File: src/hw/rtl/sfla_pkg.sv
// sfla_pkg: shared types and codes for the slab free-list allocator
// transaction payload structs, operation kinds and status codes
// no dependencies
package sfla_pkg;

    localparam int ID_W   = 10;
    localparam int KIND_W = 2;
    localparam int ST_W   = 2;
    localparam int CNT_W  = 11;

    localparam logic [CNT_W-1:0] CNT_RESET = 11'd1024;

    localparam logic [KIND_W-1:0] KIND_ALLOC = 2'd0;
    localparam logic [KIND_W-1:0] KIND_FREE  = 2'd1;
    localparam logic [KIND_W-1:0] KIND_INIT  = 2'd2;

    localparam logic [ST_W-1:0] ST_DONE  = 2'd0;
    localparam logic [ST_W-1:0] ST_EMPTY = 2'd1;
    localparam logic [ST_W-1:0] ST_RANGE = 2'd2;

    typedef struct packed {
        logic [KIND_W-1:0] kind;
        logic [ID_W-1:0]   slab_id;
    } t_in;

    typedef struct packed {
        logic [ID_W-1:0] granted_id;
        logic [ST_W-1:0] status;
    } t_out;

endpackage

File: src/hw/rtl/sfla_out_reg.sv
// sfla_out_reg: output register stage between the allocator core and the result channel
// depends on sfla_pkg for the result struct
module sfla_out_reg (
    input  logic          i_clk,
    input  logic          i_rst_n,
    input  logic          i_res_valid,
    input  sfla_pkg::t_out i_res,
    output logic          o_slot_free,
    output logic          o_out_valid,
    output sfla_pkg::t_out o_out_data,
    input  logic          i_out_stall
);
    import sfla_pkg::*;

    logic r_valid;
    t_out r_data;

    assign o_slot_free = !r_valid || !i_out_stall;
    assign o_out_valid = r_valid;
    assign o_out_data  = r_data;

    always_ff @(posedge i_clk) begin
        if (!i_rst_n) begin
            r_valid <= 1'b0;
        end else if (o_slot_free) begin
            r_valid <= i_res_valid;
        end
    end

    always_ff @(posedge i_clk) begin
        if (o_slot_free && i_res_valid) begin
            r_data <= i_res;
        end
    end

endmodule

File: config.mk
export PLATFORM = sky130hd
export DESIGN_NAME = sfla_out_reg
export DESIGN_NICKNAME = d
export VERILOG_FILES = /design/src/hw/rtl/sfla_pkg.sv /design/src/hw/rtl/sfla_out_reg.sv
export SDC_FILE = /design/constraint.sdc
export NUM_CORES = 1
export LEC_CHECK = 0
export ABC_AREA = 1
export BUFFER_PORTS_ARGS = -buffer_cell sky130_fd_sc_hd__clkbuf_2
export CAP_MARGIN = 0
export CELL_PAD_IN_SITES_DETAIL_PLACEMENT = 1
export CELL_PAD_IN_SITES_GLOBAL_PLACEMENT = 1
export CORE_UTILIZATION = 25
export CTS_CLUSTER_DIAMETER = 120
export DETAILED_ROUTE_END_ITERATION = 10
export GPL_TIMING_DRIVEN = 0
export PLACE_DENSITY = 0.71
export SLEW_MARGIN = 5
export SYNTH_ARGS = -nofsm -noshare
export SYNTH_HDL_FRONTEND = slang
export SYNTH_SLANG_ARGS = --single-unit
export TNS_END_PERCENT = 5
File: constraint.sdc
create_clock -name i_clk -period 1.2 [get_ports i_clk]
set_input_delay 0.06 -clock i_clk [delete_from_list [all_inputs] [get_ports i_clk]]
set_output_delay 0.06 -clock i_clk [all_outputs]
set_load 0.005 [all_outputs]
==> impl_metrics.yaml <==
status:
  outcome: "finished, final reports clean"
setup_path:
  cp.arrival_ns: 1.00
  critPathCaptureType: "flop"
  startpoint_type: "flop"
  cp_max_fo: 12
  cp_slowest_cell: "a21oi_4"
  timing.critical_path.cells: "a21oi_4"
  regToRegSetupSlack_ns: 0.13
  critPathTopFamily: "compound AO/OA/AOI/OAI gates"
  crit_buf_inv: 0
  r2r_end: "o_out_data[8]"
  reg2reg_depth: 1
  crit_required_ns: 1.13
  worstSetupPathType: "flop to flop"
  r2r_start: "o_out_valid"
  slowest_delay_ns: 0.37
drt:
  via_count: 328
  routedWlPerCell_um: 11.6
  ant_nets: 0
  viasPerCell: 4.10
  drt_first_pass_iters: 2
  totalWireLength_um: 924
  drt_drc_violations_left: 0
  drt_iter0_drc: 4
finish:
  nets: 81
  drive_above_1_share_pct: 54.7
  nFillCells: 169
  finalInstanceArea_um2: 741
  multi_input_area_um2: 31.3
  regArea_um2: 380
  syn_to_final_growth_pct: 81.6
  fin_util_pct: 49.2
  antenna_cells: 0
hold_path:
  hold_path_end: "o_out_valid"
  holdPathStages: 3
  hold_class: "input port to flop"
  hold_start: "i_out_stall"
clock_network:
  clock_latency_ns: 0.26
  cts_tree: "yes"
  post_cts_buffers: 0
  clock_path_buffers: 2
  numCtsBuffers: 3
  cts_root_buffer: "clkbuf_4"
  clk_pin_slew_ns: 0.08
  clock_sinks: 13
  htreeDepth: 1
timing:
  finalHoldViolCount: 0
  maxSlewViolCount: 0
  maxSlewHeadroom_pct: 73.0
  setup_slack_ns: 0.128
  timing.fmax_mhz: 933
  min_period_ns: 1.07
  setup_viol: 0
  grt_setup_unrepaired: "false"
  fin_crit_sh_pct: 89.3
  skew_ns: 0.000478
  tightest_slew_ns: 0.404
place:
  gp_congestion: 0.651
  place_area_um2: 577
  io_buffers: 29
  dpl.hpwl_um: 593
  dp_slack_ns: -0.0895
logic_synthesis:
  syn_nets: 34
  ys_types: 6
  yosys_warnings: 0
  synthCells: 18
  syn-cell-area_um2: 408
  ys_seq_elements: 13
  synth.yosys.seq_area_share_pct: 93.3
  synth_area_per_cell_um2: 22.7
grt:
  antenna_found_initial: 0
  grt_overflow: 0
  grt_pass1_wl_mm: 1.52
  grtUsageTotal_pct: 11.8
  grt_pass1_vias: 345
  grt_max_degree: 13
power:
  p_leak_nw: 0.332
  ir_worst_vdd_uv: 653
  total_power_uw: 905
  p_per_area_mw_per_mm2: 1220
job:
  drv_cap: 0
floorplan:
  die_w_um: 42.4
  die_area_mm2: 0.00180
  io_pins: 30
  initial_core_util_pct: 27.1
  die_h_um: 42.4
  std_cell_rows: 14
  core_area_mm2: 0.00151
[sequential cells by signal, summed over array words and instances, names as in the netlist]
signal	flops
o_out_valid	1
o_out_data	12
[layout by cell type, fill, tap and decap left out, drive strengths merged]
cell type and count:
clkbuf 33, dlygate4sd3 13, dfxtp 1, edfxtp 12, nand2 1, a21oi 2, inv 2
[cells by family (layout without fill, tap and decap cells)]
group	after synthesis	in the layout	synth area share, %
buffers and inverters	2	48	1.84
AND/OR/NAND/NOR	1	1	1.53
AO/OA/AOI/OAI	2	2	3.37
flip-flops	13	13	93.3
[stage by stage]
stage               setup TNS (ns)  hold slack [ns]  cells
finish                           0           0.0796     80
global route                     0           0.0797     80
CTS                              0           0.0700     80
detailed placement           -1.07            0.239     63
global placement            -0.766            0.237     63
floorplan                        0            0.159     18
[Yosys cell counts]
| library cell | n | share of area, % |
|---|---|---|
| a21oi_2 | 1 | 2.1 |
| edfxtp_1 | 12 | 88 |
| dfxtp_1 | 1 | 4.9 |
| a21oi_1 | 1 | 1.2 |
| inv_1 | 2 | 1.8 |
| nand2_2 | 1 | 1.5 |
[power breakdown]
part | total [mW] | switching (mW) | internal [mW]
sequential | 0.535 | 0.00942 | 0.526
combinational | 0.107 | 0.0416 | 0.0654
clock | 0.263 | 0.134 | 0.128
[timing repair]
action | in CTS | in global routing
hold buffers | 13 | 0
endpoints found under the hold margin | 13 | 0
setup endpoints to repair | 12 | 0
resized for setup | 1 | 0
[metal layers]
metal | track usage, % | up-vias | routed length [µm]
li1 | - | 159 | -
met1 | 15.3 | 142 | 395
met2 | 18.8 | 27 | 410
met3 | 3.88 | 0 | 118
met4 | 3.75 | 0 | 0
met5 | 0 | - | 0
[layout make-up]
cell class / instances / share of cell area (%)
Inverter: 2 / 1.01
Multi-Input combinational cell: 3 / 4.22
Sequential cell: 13 / 51.4
Timing Repair Buffer: 42 / 37.2
Clock buffer: 4 / 3.55
Tap cell: 16 / 2.70
[how the worst max path moves through the flow]
stage,cells after the start,endpoint,slack [ns],start
after floorplan,1,o_out_data[0],0.08,o_out_valid
after global placement,1,o_out_data[1],-0.06,o_out_valid
after detailed placement,1,o_out_data[11],-0.09,o_out_valid
after CTS,1,o_out_data[11],0.10,o_out_valid
after global routing,1,o_out_data[8],0.05,o_out_valid
final,1,o_out_data[8],0.13,o_out_valid
No activity file was read; power rests on OpenSTA's default activity.
